<file path="config.mk">
export PLATFORM = sky130hd
export DESIGN_NAME = repeating_oneshot_timer_flat
export DESIGN_NICKNAME = d
export VERILOG_FILES = /design/src/hdl/rot_pkg.sv /design/src/hdl/rot_if.sv /design/src/hdl/rot_serial_unit.sv /design/src/hdl/rot_divider.sv /design/src/hdl/repeating_oneshot_timer.sv /design/src/flat_wrapper.sv
export SDC_FILE = /design/constraint.sdc
export NUM_CORES = 1
export LEC_CHECK = 0
export BUFFER_PORTS_ARGS = -buffer_cell sky130_fd_sc_hd__clkbuf_2
export CAP_MARGIN = 25
export CORE_MARGIN = 5
export CORE_UTILIZATION = 35
export DETAILED_ROUTE_END_ITERATION = 7
export GPL_TIMING_DRIVEN = 0
export SLEW_MARGIN = 20
export SYNTH_ARGS = -nofsm -noshare
export SYNTH_HDL_FRONTEND = slang
export SYNTH_HIERARCHICAL = 1
export SYNTH_SLANG_ARGS = --single-unit
</file>
<file path="constraint.sdc">
create_clock -name clk -period 12.7 [get_ports clk]
set_input_delay 0 -clock clk [delete_from_list [all_inputs] [get_ports clk]]
set_output_delay 0 -clock clk [all_outputs]
set_load 0.02 [all_outputs]
</file>
<file path="src/hdl/rot_pkg.sv">
// Shared types and constants for the repeating one-shot timer.
// Used by the interfaces, the bit-serial arithmetic unit, the divider and the top level.
`default_nettype none
package rot_pkg;

  localparam int TIME_W = 32;
  localparam int CNT_W = $clog2(TIME_W + 1);
  localparam int OP_W = 3;
  localparam int CFG_IDX_W = 1;

  localparam logic [TIME_W-1:0] PERIOD_RST = TIME_W'(1000000);

  localparam logic [OP_W-1:0] OP_TICK = 3'd0;
  localparam logic [OP_W-1:0] OP_PAUSE = 3'd1;
  localparam logic [OP_W-1:0] OP_UNPAUSE = 3'd2;
  localparam logic [OP_W-1:0] OP_RESET = 3'd3;
  localparam logic [OP_W-1:0] OP_SET = 3'd4;

  localparam logic [CFG_IDX_W-1:0] CFG_PERIOD = 1'd0;
  localparam logic [CFG_IDX_W-1:0] CFG_REPEAT = 1'd1;

  typedef enum logic [2:0] {
    ST_IDLE,
    ST_ADD,
    ST_DIV,
    ST_TL,
    ST_OUT
  } state_t;

  typedef struct packed {
    logic              fin;
    logic              carry;
    logic              sp_borrow;
    logic              ps_borrow;
    logic [TIME_W-1:0] sum;
    logic [TIME_W-1:0] diff;
  } ser_res_t;

  typedef struct packed {
    logic              fin;
    logic [TIME_W-1:0] quotient;
    logic [TIME_W-1:0] remainder;
  } div_res_t;

endpackage
`default_nettype wire

</file>
<file path="src/hdl/rot_if.sv">
// Valid/ready channel interfaces for the timer's command and result transactions.
// Depends on rot_pkg for the field widths.
`default_nettype none
interface rot_in_if;
  logic                         valid;
  logic                         ready;
  logic [rot_pkg::OP_W-1:0]     operation;
  logic [rot_pkg::TIME_W-1:0]   amount;

  modport source (output valid, output operation, output amount, input ready);
  modport sink (input valid, input operation, input amount, output ready);
endinterface

interface rot_out_if;
  logic                         valid;
  logic                         ready;
  logic                         done_flag;
  logic [rot_pkg::TIME_W-1:0]   finish_count;
  logic [rot_pkg::TIME_W-1:0]   elapsed_now;
  logic [rot_pkg::TIME_W-1:0]   time_left;
  logic                         paused_flag;

  modport source (output valid, output done_flag, output finish_count, output elapsed_now,
                  output time_left, output paused_flag, input ready);
  modport sink (input valid, input done_flag, input finish_count, input elapsed_now,
                input time_left, input paused_flag, output ready);
endinterface
`default_nettype wire

</file>
<file path="src/hdl/rot_serial_unit.sv">
// Bit-serial adder and dual subtractor: computes x + y, the borrow of (x + y) - p,
// and p - (x + y), one bit per cycle, least significant bit first. Depends on rot_pkg.
`default_nettype none
module rot_serial_unit (
  input  wire logic                       clk,
  input  wire logic                       rst_n,
  input  wire logic                       start,
  input  wire logic [rot_pkg::TIME_W-1:0] x_in,
  input  wire logic [rot_pkg::TIME_W-1:0] y_in,
  input  wire logic [rot_pkg::TIME_W-1:0] p_in,
  output rot_pkg::ser_res_t               res
);

  logic [rot_pkg::TIME_W-1:0] x_r, y_r, p_r, sum_r, diff_r;
  logic                       carry_r, sp_borrow_r, ps_borrow_r, fin_r;
  logic [rot_pkg::CNT_W-1:0]  cnt_r;
  logic                       xb, yb, pb, sb, db, carry_nxt, sp_borrow_nxt, ps_borrow_nxt;

  always_comb begin
    xb = x_r[0];
    yb = y_r[0];
    pb = p_r[0];
    sb = xb ^ yb ^ carry_r;
    carry_nxt = (xb & yb) | (carry_r & (xb ^ yb));
    sp_borrow_nxt = (~sb & pb) | (~(sb ^ pb) & sp_borrow_r);
    db = pb ^ sb ^ ps_borrow_r;
    ps_borrow_nxt = (~pb & sb) | (~(pb ^ sb) & ps_borrow_r);
  end

  always_ff @(posedge clk) begin
    if (!rst_n) begin
      cnt_r <= '0;
      fin_r <= 1'b0;
    end else if (start) begin
      cnt_r <= rot_pkg::CNT_W'(rot_pkg::TIME_W);
      fin_r <= 1'b0;
    end else if (cnt_r != '0) begin
      cnt_r <= cnt_r - rot_pkg::CNT_W'(1);
      fin_r <= (cnt_r == rot_pkg::CNT_W'(1));
    end else begin
      fin_r <= 1'b0;
    end
  end

  always_ff @(posedge clk) begin
    if (start) begin
      x_r <= x_in;
      y_r <= y_in;
      p_r <= p_in;
      carry_r <= 1'b0;
      sp_borrow_r <= 1'b0;
      ps_borrow_r <= 1'b0;
    end else if (cnt_r != '0) begin
      x_r <= x_r >> 1;
      y_r <= y_r >> 1;
      p_r <= p_r >> 1;
      sum_r <= {sb, sum_r[rot_pkg::TIME_W-1:1]};
      diff_r <= {db, diff_r[rot_pkg::TIME_W-1:1]};
      carry_r <= carry_nxt;
      sp_borrow_r <= sp_borrow_nxt;
      ps_borrow_r <= ps_borrow_nxt;
    end
  end

  assign res.fin = fin_r;
  assign res.carry = carry_r;
  assign res.sp_borrow = sp_borrow_r;
  assign res.ps_borrow = ps_borrow_r;
  assign res.sum = sum_r;
  assign res.diff = diff_r;

endmodule
`default_nettype wire

</file>
<file path="src/hdl/rot_divider.sv">
// Restoring divider that shifts one quotient bit into its dividend register per cycle.
// Produces the truncated quotient and the true remainder. Depends on rot_pkg.
`default_nettype none
module rot_divider (
  input  wire logic                       clk,
  input  wire logic                       rst_n,
  input  wire logic                       start,
  input  wire logic [rot_pkg::TIME_W-1:0] dividend,
  input  wire logic [rot_pkg::TIME_W-1:0] divisor,
  output rot_pkg::div_res_t               res
);

  logic [rot_pkg::TIME_W-1:0] rem_r, quo_r, dvs_r;
  logic [rot_pkg::CNT_W-1:0]  cnt_r;
  logic                       fin_r;
  logic [rot_pkg::TIME_W:0]   trial;
  logic [rot_pkg::TIME_W+1:0] sub;
  logic                       ge;

  always_comb begin
    trial = {rem_r, quo_r[rot_pkg::TIME_W-1]};
    sub = {1'b0, trial} - {2'b00, dvs_r};
    ge = ~sub[rot_pkg::TIME_W+1];
  end

  always_ff @(posedge clk) begin
    if (!rst_n) begin
      cnt_r <= '0;
      fin_r <= 1'b0;
    end else if (start) begin
      cnt_r <= rot_pkg::CNT_W'(rot_pkg::TIME_W);
      fin_r <= 1'b0;
    end else if (cnt_r != '0) begin
      cnt_r <= cnt_r - rot_pkg::CNT_W'(1);
      fin_r <= (cnt_r == rot_pkg::CNT_W'(1));
    end else begin
      fin_r <= 1'b0;
    end
  end

  always_ff @(posedge clk) begin
    if (start) begin
      rem_r <= '0;
      quo_r <= dividend;
      dvs_r <= divisor;
    end else if (cnt_r != '0) begin
      rem_r <= ge ? sub[rot_pkg::TIME_W-1:0] : trial[rot_pkg::TIME_W-1:0];
      quo_r <= {quo_r[rot_pkg::TIME_W-2:0], ge};
    end
  end

  assign res.fin = fin_r;
  assign res.quotient = quo_r;
  assign res.remainder = rem_r;

endmodule
`default_nettype wire

</file>
<file path="src/hdl/repeating_oneshot_timer.sv">
// Top level of the repeating one-shot timer: command channel, result channel, config port.
// Depends on rot_pkg, rot_if, rot_serial_unit and rot_divider.
//
// Each command transaction on in_chan (tick, pause, unpause, reset, set elapsed) yields
// exactly one result transaction on out_chan carrying the timer state after the command.
// The user must write period and repeat mode via cfg_we/cfg_index/cfg_data only while the
// block is idle; the block does not enforce this. They apply from the next command on.
// Commands are processed one at a time. Every command makes one pass through the
// bit-serial add/subtract unit, and a new command is accepted only after the previous
// result has been loaded into the output register. A tick that wraps in repeating mode
// with a nonzero period runs the add pass, then the restoring divider, then a second
// subtract pass for the time left.
// The serial unit and the divider each work one bit per cycle.
// The result sits in an output register, so the next command is accepted while the
// previous result still waits; a stalled receiver blocks only when a newer result is ready.
// Synchronous reset clears the timer state and loads a period of 1000000 in once mode.
`default_nettype none
module repeating_oneshot_timer (
  input  wire logic                          clk,
  input  wire logic                          rst_n,
  input  wire logic                          cfg_we,
  input  wire logic [rot_pkg::CFG_IDX_W-1:0] cfg_index,
  input  wire logic [rot_pkg::TIME_W-1:0]    cfg_data,
  rot_in_if.sink                             in_chan,
  rot_out_if.source                          out_chan
);

  rot_pkg::state_t            state_r, state_nxt;
  logic [rot_pkg::TIME_W-1:0] period_r;
  logic                       repeat_r;
  logic [rot_pkg::TIME_W-1:0] elapsed_r, elapsed_nxt, count_r, count_nxt, tl_r, tl_nxt;
  logic                       paused_r, paused_nxt, done_r, done_nxt;
  logic                       ser_start, div_start, out_load;
  logic [rot_pkg::TIME_W-1:0] ser_x, ser_y, sum_val;
  logic                       ge;
  logic                       out_valid_r, out_done_r, out_paused_r;
  logic [rot_pkg::TIME_W-1:0] out_count_r, out_elapsed_r, out_tl_r;
  rot_pkg::ser_res_t          ser_res;
  rot_pkg::div_res_t          div_res;

  rot_serial_unit u_serial (
    .clk   (clk),
    .rst_n (rst_n),
    .start (ser_start),
    .x_in  (ser_x),
    .y_in  (ser_y),
    .p_in  (period_r),
    .res   (ser_res)
  );

  rot_divider u_div (
    .clk      (clk),
    .rst_n    (rst_n),
    .start    (div_start),
    .dividend (sum_val),
    .divisor  (period_r),
    .res      (div_res)
  );

  always_ff @(posedge clk) begin
    if (!rst_n) begin
      period_r <= rot_pkg::PERIOD_RST;
      repeat_r <= 1'b0;
    end else if (cfg_we) begin
      case (cfg_index)
        rot_pkg::CFG_PERIOD: period_r <= cfg_data;
        rot_pkg::CFG_REPEAT: repeat_r <= cfg_data[0];
        default: ;
      endcase
    end
  end

  always_ff @(posedge clk) begin
    if (!rst_n) begin
      state_r <= rot_pkg::ST_IDLE;
      elapsed_r <= '0;
      count_r <= '0;
      paused_r <= 1'b0;
      done_r <= 1'b0;
    end else begin
      state_r <= state_nxt;
      elapsed_r <= elapsed_nxt;
      count_r <= count_nxt;
      paused_r <= paused_nxt;
      done_r <= done_nxt;
    end
  end

  always_ff @(posedge clk) begin
    tl_r <= tl_nxt;
  end

  always_comb begin
    sum_val = ser_res.carry ? '1 : ser_res.sum;
    ge = ser_res.carry | ~ser_res.sp_borrow;
  end

  always_comb begin
    state_nxt = state_r;
    elapsed_nxt = elapsed_r;
    count_nxt = count_r;
    paused_nxt = paused_r;
    done_nxt = done_r;
    tl_nxt = tl_r;
    ser_start = 1'b0;
    ser_x = elapsed_r;
    ser_y = '0;
    div_start = 1'b0;
    out_load = 1'b0;
    case (state_r)
      rot_pkg::ST_IDLE: begin
        if (in_chan.valid) begin
          ser_start = 1'b1;
          state_nxt = rot_pkg::ST_TL;
          case (in_chan.operation)
            rot_pkg::OP_TICK: begin
              if (paused_r) begin
                count_nxt = '0;
                if (repeat_r) begin
                  done_nxt = 1'b0;
                end
              end else if (!repeat_r && done_r) begin
                count_nxt = '0;
              end else begin
                ser_y = in_chan.amount;
                state_nxt = rot_pkg::ST_ADD;
              end
            end
            rot_pkg::OP_PAUSE: paused_nxt = 1'b1;
            rot_pkg::OP_UNPAUSE: paused_nxt = 1'b0;
            rot_pkg::OP_RESET: begin
              elapsed_nxt = '0;
              done_nxt = 1'b0;
              count_nxt = '0;
              ser_x = '0;
            end
            rot_pkg::OP_SET: begin
              elapsed_nxt = in_chan.amount;
              ser_x = in_chan.amount;
            end
            default: ;
          endcase
        end
      end
      rot_pkg::ST_ADD: begin
        if (ser_res.fin) begin
          state_nxt = rot_pkg::ST_OUT;
          if (!ge) begin
            elapsed_nxt = ser_res.sum;
            done_nxt = 1'b0;
            count_nxt = '0;
            tl_nxt = ser_res.diff;
          end else if (!repeat_r) begin
            done_nxt = 1'b1;
            count_nxt = rot_pkg::TIME_W'(1);
            elapsed_nxt = period_r;
            tl_nxt = '0;
          end else if (period_r == '0) begin
            done_nxt = 1'b1;
            count_nxt = '1;
            elapsed_nxt = '0;
            tl_nxt = '0;
          end else begin
            done_nxt = 1'b1;
            div_start = 1'b1;
            state_nxt = rot_pkg::ST_DIV;
          end
        end
      end
      rot_pkg::ST_DIV: begin
        if (div_res.fin) begin
          count_nxt = div_res.quotient;
          elapsed_nxt = div_res.remainder;
          ser_start = 1'b1;
          ser_x = div_res.remainder;
          state_nxt = rot_pkg::ST_TL;
        end
      end
      rot_pkg::ST_TL: begin
        if (ser_res.fin) begin
          tl_nxt = ser_res.ps_borrow ? '0 : ser_res.diff;
          state_nxt = rot_pkg::ST_OUT;
        end
      end
      rot_pkg::ST_OUT: begin
        if (!out_valid_r || out_chan.ready) begin
          out_load = 1'b1;
          state_nxt = rot_pkg::ST_IDLE;
        end
      end
      default: state_nxt = rot_pkg::ST_IDLE;
    endcase
  end

  always_ff @(posedge clk) begin
    if (!rst_n) begin
      out_valid_r <= 1'b0;
    end else if (out_load) begin
      out_valid_r <= 1'b1;
    end else if (out_chan.ready) begin
      out_valid_r <= 1'b0;
    end
  end

  always_ff @(posedge clk) begin
    if (out_load) begin
      out_done_r <= done_r;
      out_count_r <= count_r;
      out_elapsed_r <= elapsed_r;
      out_tl_r <= tl_r;
      out_paused_r <= paused_r;
    end
  end

  assign in_chan.ready = (state_r == rot_pkg::ST_IDLE);
  assign out_chan.valid = out_valid_r;
  assign out_chan.done_flag = out_done_r;
  assign out_chan.finish_count = out_count_r;
  assign out_chan.elapsed_now = out_elapsed_r;
  assign out_chan.time_left = out_tl_r;
  assign out_chan.paused_flag = out_paused_r;

  a_ser_fin_state: assert property (@(posedge clk) disable iff (!rst_n)
    ser_res.fin |-> (state_r == rot_pkg::ST_ADD || state_r == rot_pkg::ST_TL))
    else $error("serial unit finished outside an arithmetic pass");

  a_div_fin_state: assert property (@(posedge clk) disable iff (!rst_n)
    div_res.fin |-> (state_r == rot_pkg::ST_DIV))
    else $error("divider finished outside the division state");

  a_rem_below_period: assert property (@(posedge clk) disable iff (!rst_n)
    div_res.fin |-> (div_res.remainder < period_r))
    else $error("remainder not below the period");

  a_accept_leaves_idle: assert property (@(posedge clk) disable iff (!rst_n)
    (in_chan.valid && in_chan.ready) |=> (state_r != rot_pkg::ST_IDLE))
    else $error("accepted transaction left the controller idle");

endmodule
`default_nettype wire

</file>
<file path="src/flat_wrapper.sv">
// flat-port wrapper written by rule: the top's interface ports become plain ports
module repeating_oneshot_timer_flat 
  (clk, rst_n, cfg_we, cfg_index, cfg_data, in_chan_valid, in_chan_operation, in_chan_amount, in_chan_ready, out_chan_valid, out_chan_done_flag, out_chan_finish_count, out_chan_elapsed_now, out_chan_time_left, out_chan_paused_flag, out_chan_ready);
  rot_in_if in_chan_i ();
  rot_out_if out_chan_i ();
  input  wire logic clk;
  input  wire logic rst_n;
  input  wire logic cfg_we;
  input  wire logic [rot_pkg::CFG_IDX_W-1:0] cfg_index;
  input  wire logic [rot_pkg::TIME_W-1:0] cfg_data;
  input wire logic [$bits(in_chan_i.valid)-1:0] in_chan_valid;
  input wire logic [$bits(in_chan_i.operation)-1:0] in_chan_operation;
  input wire logic [$bits(in_chan_i.amount)-1:0] in_chan_amount;
  output wire logic [$bits(in_chan_i.ready)-1:0] in_chan_ready;
  output wire logic [$bits(out_chan_i.valid)-1:0] out_chan_valid;
  output wire logic [$bits(out_chan_i.done_flag)-1:0] out_chan_done_flag;
  output wire logic [$bits(out_chan_i.finish_count)-1:0] out_chan_finish_count;
  output wire logic [$bits(out_chan_i.elapsed_now)-1:0] out_chan_elapsed_now;
  output wire logic [$bits(out_chan_i.time_left)-1:0] out_chan_time_left;
  output wire logic [$bits(out_chan_i.paused_flag)-1:0] out_chan_paused_flag;
  input wire logic [$bits(out_chan_i.ready)-1:0] out_chan_ready;
  assign in_chan_i.valid = in_chan_valid;
  assign in_chan_i.operation = in_chan_operation;
  assign in_chan_i.amount = in_chan_amount;
  assign in_chan_ready = in_chan_i.ready;
  assign out_chan_valid = out_chan_i.valid;
  assign out_chan_done_flag = out_chan_i.done_flag;
  assign out_chan_finish_count = out_chan_i.finish_count;
  assign out_chan_elapsed_now = out_chan_i.elapsed_now;
  assign out_chan_time_left = out_chan_i.time_left;
  assign out_chan_paused_flag = out_chan_i.paused_flag;
  assign out_chan_i.ready = out_chan_ready;
  repeating_oneshot_timer u_core (.clk(clk), .rst_n(rst_n), .cfg_we(cfg_we), .cfg_index(cfg_index), .cfg_data(cfg_data), .in_chan(in_chan_i), .out_chan(out_chan_i));
endmodule
</file>
* Yosys cells after proc, flatten, opt, wreduce, memory -nomap -nowiden *
Index checks and enable logic that the tools add are counted.

cells by class
  reduce and logical (&&, ||, !) cells = 29
  eq/ne operators = 20
  bitwise logic cells = 24
  multiplexer cells = 76
  $add $sub $neg = 3

operators with widths
  kind                                                 count
  two-way mux 32 bit                                   34
  one-hot mux 32 bit (2 select lines)                  4
  one-hot mux 32 bit (3 select lines)                  2
  subtractor 33 x 32 -> 34 bit                         1
  logical NOT 32 bit                                   1
  two-way mux 3 bit                                    10
  two-way mux 6 bit                                    4
  two-way mux 1 bit                                    16
  one-hot mux 3 bit (5 select lines)                   1
  equality test 3 x 2 -> 1 bit, second input constant  4
  equality test 6 x 1 -> 1 bit, second input constant  2
  nonzero test 2 bit                                   6
  nonzero test 6 bit                                   2
  subtractor 6 x 1 -> 6 bit, second input constant     2
  inverter 1 bit                                       10
  != test 2 bit, second input constant                 4
  one-hot mux 1 bit (2 select lines)                   4
  AND reduction 7 bit                                  1
  bitwise AND 1 bit                                    6
  equality test 3 x 1 -> 1 bit, second input constant  2
  equality test 3 bit, second input constant           2
  logical NOT 3 bit                                    2
  != test 3 x 2 -> 1 bit, second input constant        2
  AND reduction 2 bit                                  3
  17 further kinds                                     27

storage, ports and cells
  output and inout port bits = 100
  flip-flop bits (word level) = 506
  input port bits = 73
  logic and storage cells = 183

* Logic depth before layout (Yosys ltp) *
  word-level depth = 8
  mapped depth = 14
  mapped depth without buffers = 13

* Modules after synthesis *
Netlist, hierarchy kept.

by module, submodules not included
  module                   area an instance (sq um)  times used  cells an instance  sequential area each (sq um)
  repeating_oneshot_timer  11182.0                   1           1064               5965.7
  rot_serial_unit          6555.0                    1           336                5004.8
  rot_divider              5973.2                    1           593                2702.6

* Least setup slack after synthesis *
Ideal clock, no wire load.

  path type = register to register
  from = reg u_core.state_r[2]
  to = reg u_core.out_done_r (netlist: u_core/out_chan.done_flag) (enable)
  arrival time = 5253 ps
  setup time = 567 ps
  cell stages (with the launch flop) = 4
  required time = 12133 ps
  buffers on the path = 1
  setup slack = 6880 ps
  period minus slack after synthesis = 5820 ps
  cell sequence = dfxtp_1 clkbuf_1 nor3b_1 nor2b_1

on the way
  longest elaborated chain between the ends = 2

RTL lines
  what                      RTL line                        text
  start: declaration        repeating_oneshot_timer.sv:28   rot_pkg::state_t state_r, state_nxt;
  start signal: assignment  repeating_oneshot_timer.sv:75   state_r <= rot_pkg::ST_IDLE;
  start signal: assignment  repeating_oneshot_timer.sv:81   state_r <= state_nxt;
  equality test 3 bit       repeating_oneshot_timer.sv:110  case (state_r)
  two-way mux 1 bit         repeating_oneshot_timer.sv:110
  net u_core.out_load       repeating_oneshot_timer.sv:33   logic ser_start, div_start, out_load;
  end signal: assignment    repeating_oneshot_timer.sv:207  out_done_r <= done_r;
  end: declaration          repeating_oneshot_timer.sv:36   logic out_valid_r, out_done_r, out_paused_r;

The timed path passes the listed nets, and every way through them passes these cells.
A chain may end at the register's enable or synchronous reset.

* Worst setup path after layout *
  from = reg u_core.state_r[1]
  to = reg u_core/u_div/rem_r[19] in the netlist's numbering

on the way
  longest elaborated chain between the ends = 2

RTL lines
  what                          RTL line                        text
  equality test 3 x 1 -> 1 bit  repeating_oneshot_timer.sv:110
  two-way mux 1 bit             repeating_oneshot_timer.sv:110
  net u_core.div_start          repeating_oneshot_timer.sv:33
  end signal: assignment        rot_divider.sv:47               rem_r <= ge ? sub[rot_pkg::TIME_W-1:0] : trial[rot_pkg::TIME_W-1:0];
  end: declaration              rot_divider.sv:13               logic [rot_pkg::TIME_W-1:0] rem_r, quo_r, dvs_r;

The timed path passes the listed nets, and every way through them passes these cells.

==> summary.md <==
| Metric | Value |
|---|---|
| Layout cells sized above 1 | `22.8%` |
| Warnings, synthesis | `6` |
| Sequential share of power | `42.2%` |
| Number of global-route vias before repair | `16.8k` |
| Post-layout instance area | `0.0286 mm2` |
| Reg2reg path depth | `10` |
| Synthesized area | `0.0237 mm2` |
| Post-CTS setup buffer count | `0` |
| Area share of the largest cell type after synthesis | `44.8%` |
| Crit path cell chain | `buf_2, or3b_1, buf_2, nor2_4, o211a_4, and2_2, clkbuf_1, clkbuf_1, clkbuf_1, a311oi_2` |
| Max-Cap Viols | `0` |
| Initial Util | `35.3%` |
| Num Clock Sinks | `506` |
| Clock power share | `24.4%` |
| Port bufs | `170` |
| Clock root cell | `clkbuf_16` |
| Max Fclk | `0.236 GHz` |
| Setup TNS | `0 ns` |
| Final Setup Violations | `0` |
| Mapped Avg Cell Area | `11.9 um2` |
| All-Layer GR Usage | `18.9%` |
| Cell taking the most area after synthesis | `edfxtp_1` |
| Most used cell, CP | `clkbuf_1` |
| Clock buffer depth | `3` |
| Reg2Reg Capture Point | `u_core/u_div/rem_r[19]` |
| Layout overhead on the synthesized area | `20.4%` |
| Setup Skew | `0.0353 ns` |
| Core area | `0.0672 mm2` |
| Pins over their slew limit | `0` |
| Placed Area | `0.0259 mm2` |
| Post-route ant nets | `0` |
| Worst setup endpoint | `u_core/u_div/rem_r[19]` |
| Drt via density | `5.33` |
| Async SR Flop Fraction | `0%` |
| Worst r2r src | `u_core/state_r[1]` |
| Area of the multi-input gates | `0.00919 mm2` |
| Post-Syn Nets | `2108` |
| Hold path start | `in_chan_operation[2]` |
| Clk_lat worst skew | `0.62 ns` |
| LEAKAGE | `11.0 nW` |
| WS Path Type | `flip-flop to flip-flop` |
| Placement Rows | `95` |
| Final period util | `33.4%` |
| Required @ worst endpoint | `13.15 ns` |
| Drt initial violations | `1739` |
| CTS tree | `done` |
| Dpl hpwl | `54.1 mm` |
| DR WL/cell | `22.3 um` |
| Max stage delay cell, worst path | `clkbuf_1` |
| Reg2reg setup slack | `8.46 ns` |
| P_int | `4.36 mW` |
| Crit path time final | `4.24 ns` |
| Pin count of the biggest net entering global routing | `38` |
| DR pass1 iterations | `5` |
| Worst setup SP type | `flip-flop` |
| Peak VDD IR | `0.113 mV` |
| Crit path from | `u_core/state_r[1]` |
| NetSw | `2.39 mW` |
| Total Power | `6.74 mW` |
| Main synth FF type | `edfxtp_1` |
| Synth top cells by count | `edfxtp_1 (354), nand2_1 (228), dfxtp_1 (152)` |
| Distinct cells, synth | `79` |
| Post-layout util | `42.5%` |
| Worst-margin pin slew | `0.939 ns` |
| Total grt overflow | `0` |
| Hold crit path type | `primary input to flip-flop` |
| DP Worst Slack | `8.47 ns` |
| Critical Path AT | `4.69 ns` |
| Nets | `2421` |
| RSZ-0062 raised after global routing | `no` |
| Die Area | `0.0730 mm2` |
| Critical Path End Type | `flip-flop` |
| Synth area leaders | `edfxtp_1 (45%), dfxtp_1 (13%), mux2_2 (6.8%)` |
| Logic gate share of total power | `33.4%` |
| Crit Path Max Fanout | `13` |
| Die Width | `270 um` |
| Layout fillers | `6254` |
| Sw frac | `35.4%` |
| Setup WS post-layout | `8.46 ns` |
| Syn Inst Count | `1993` |
| Number of buffers created by CTS | `53` |
| Register area | `0.0137 mm2` |
| Clk slew on worst S/H paths | `0.06 ns` |
| Die Y | `270 um` |
| Cell Pwr Density | `236 mW/mm2` |
| Routed WL | `71.9 mm` |
| I/O pin total | `173` |
| Antenna violations before repair | `2` |
| Outcome | `finished, final reports clean` |
| Placer Congestion | `0.927` |
| Drt drc | `0` |
| Via count | `17.2k` |
| Most numerous cell in the Yosys netlist | `edfxtp_1` |
| #FFs+latches synth | `506` |
| Register area share after synthesis | `57.7%` |
| Delay of the slowest cell on the worst path | `0.72 ns` |
| Final Hold Viols | `0` |
| First-pass GRT wire length | `107 mm` |
| Slew margin rel. | `36.9%` |
| Post-synth EDFFs | `354` |
| Max H-tree Level | `2` |
## flip-flops by register name, indices dropped and copies added, names as in the netlist, 3 cells and up
name                          cells
u_core/period_r                  32
u_core/u_div/rem_r               32
u_core/u_serial/p_r              32
u_core/u_div/cnt_r                6
u_core/u_serial/sum_r            32
u_core/out_chan.finish_count     32
u_core/u_serial/diff_r           32
u_core/tl_r                      32
u_core/elapsed_r                 32
u_core/out_chan.time_left        32
u_core/u_div/quo_r               32
u_core/u_div/dvs_r               32
u_core/u_serial/x_r              32
u_core/u_serial/cnt_r             6
u_core/state_r                    3
u_core/out_chan.elapsed_now      32
u_core/count_r                   32
u_core/u_serial/y_r              32
## power by group through the flow
stage                     combinational (mW)  clock, mW  sequential, mW
after floorplan                         1.62          0            2.68
after global placement                  2.09          0            2.92
after detailed placement                2.21          0            2.88
after CTS                               2.24       1.68            2.85
after global routing                    2.45       1.75            2.89
final                                   2.25       1.64            2.85
## worst max-delay path, delay by kind of cell, from the launching register on
| kind | cells | cell delay, ns |
|---|---|---|
| buffers and inverters | 5 | 2.35 |
| AND/OR/NAND/NOR | 3 | 1.03 |
| flip-flops | 1 | 0.29 |
| AO/OA/AOI/OAI | 2 | 0.38 |
## layout by cell type (no fill, tap or decap), drive strengths merged, types with 39 or more instances in the layout
cell type,count
ha,39
edfxtp,354
mux2i,52
o21ai,64
dlygate4sd3,75
nand2,228
and2,104
buf,71
mux2,143
nor2,82
clkbuf,331
inv,57
dfxtp,152
a21oi,103
## routing by layer
metal  track usage [%]  part of all wire [%]
met1              26.4                    45
met2              30.0                    45
met3              4.05                   7.5
met4              4.84                   2.4
met5                 0                     0
## area by class of cell
| class | instances | area share (%) |
|---|---|---|
| clock buffer | 75 | 5.60 |
| timing repair buffer | 258 | 6.47 |
| clock inverter | 25 | 0.951 |
| inverter | 54 | 0.710 |
| multi-input combinational | 1289 | 32.2 |
| buffer | 144 | 2.38 |
| antenna | 1 | 0.00876 |
| tap | 873 | 3.83 |
| sequential | 506 | 47.9 |
## cells by family after synthesis
logic type	share of synthesized area (%)
buffers and inverters	3.72
and+or+nand+nor	12.7
adders and majority gates	2.31
muxes	8.99
xor gates and xnor gates	1.26
AOI/OAI and AO/OA	13.4
DFF	57.7
## worst min-delay path by stage
stage          slack (ns)  cells past startpoint                     to
2_1_floorplan        0.12                      1  u_core/u_div/cnt_r[5]
3_3_place_gp         0.23                      3     u_core/period_r[3]
3_5_place_dp         0.23                      3    u_core/period_r[27]
4_1_cts              0.02                      5          u_core/done_r
5_1_grt              0.12                      5    u_core/period_r[12]
6_report             0.05                      5          u_core/done_r
## through the flow
step	std cells	hold slack, ns
finish	3225	0.0522
global route	3224	0.115
CTS	3224	0.0179
detailed placement	3049	0.228
global placement	3036	0.232
floorplan	1993	0.117
## timing repair
item,4_1_cts,5_1_grt
endpoints found under the hold margin,96,0
resized for setup,0,0
hold buffers,75,0
No activity file was read; power rests on OpenSTA's default activity.
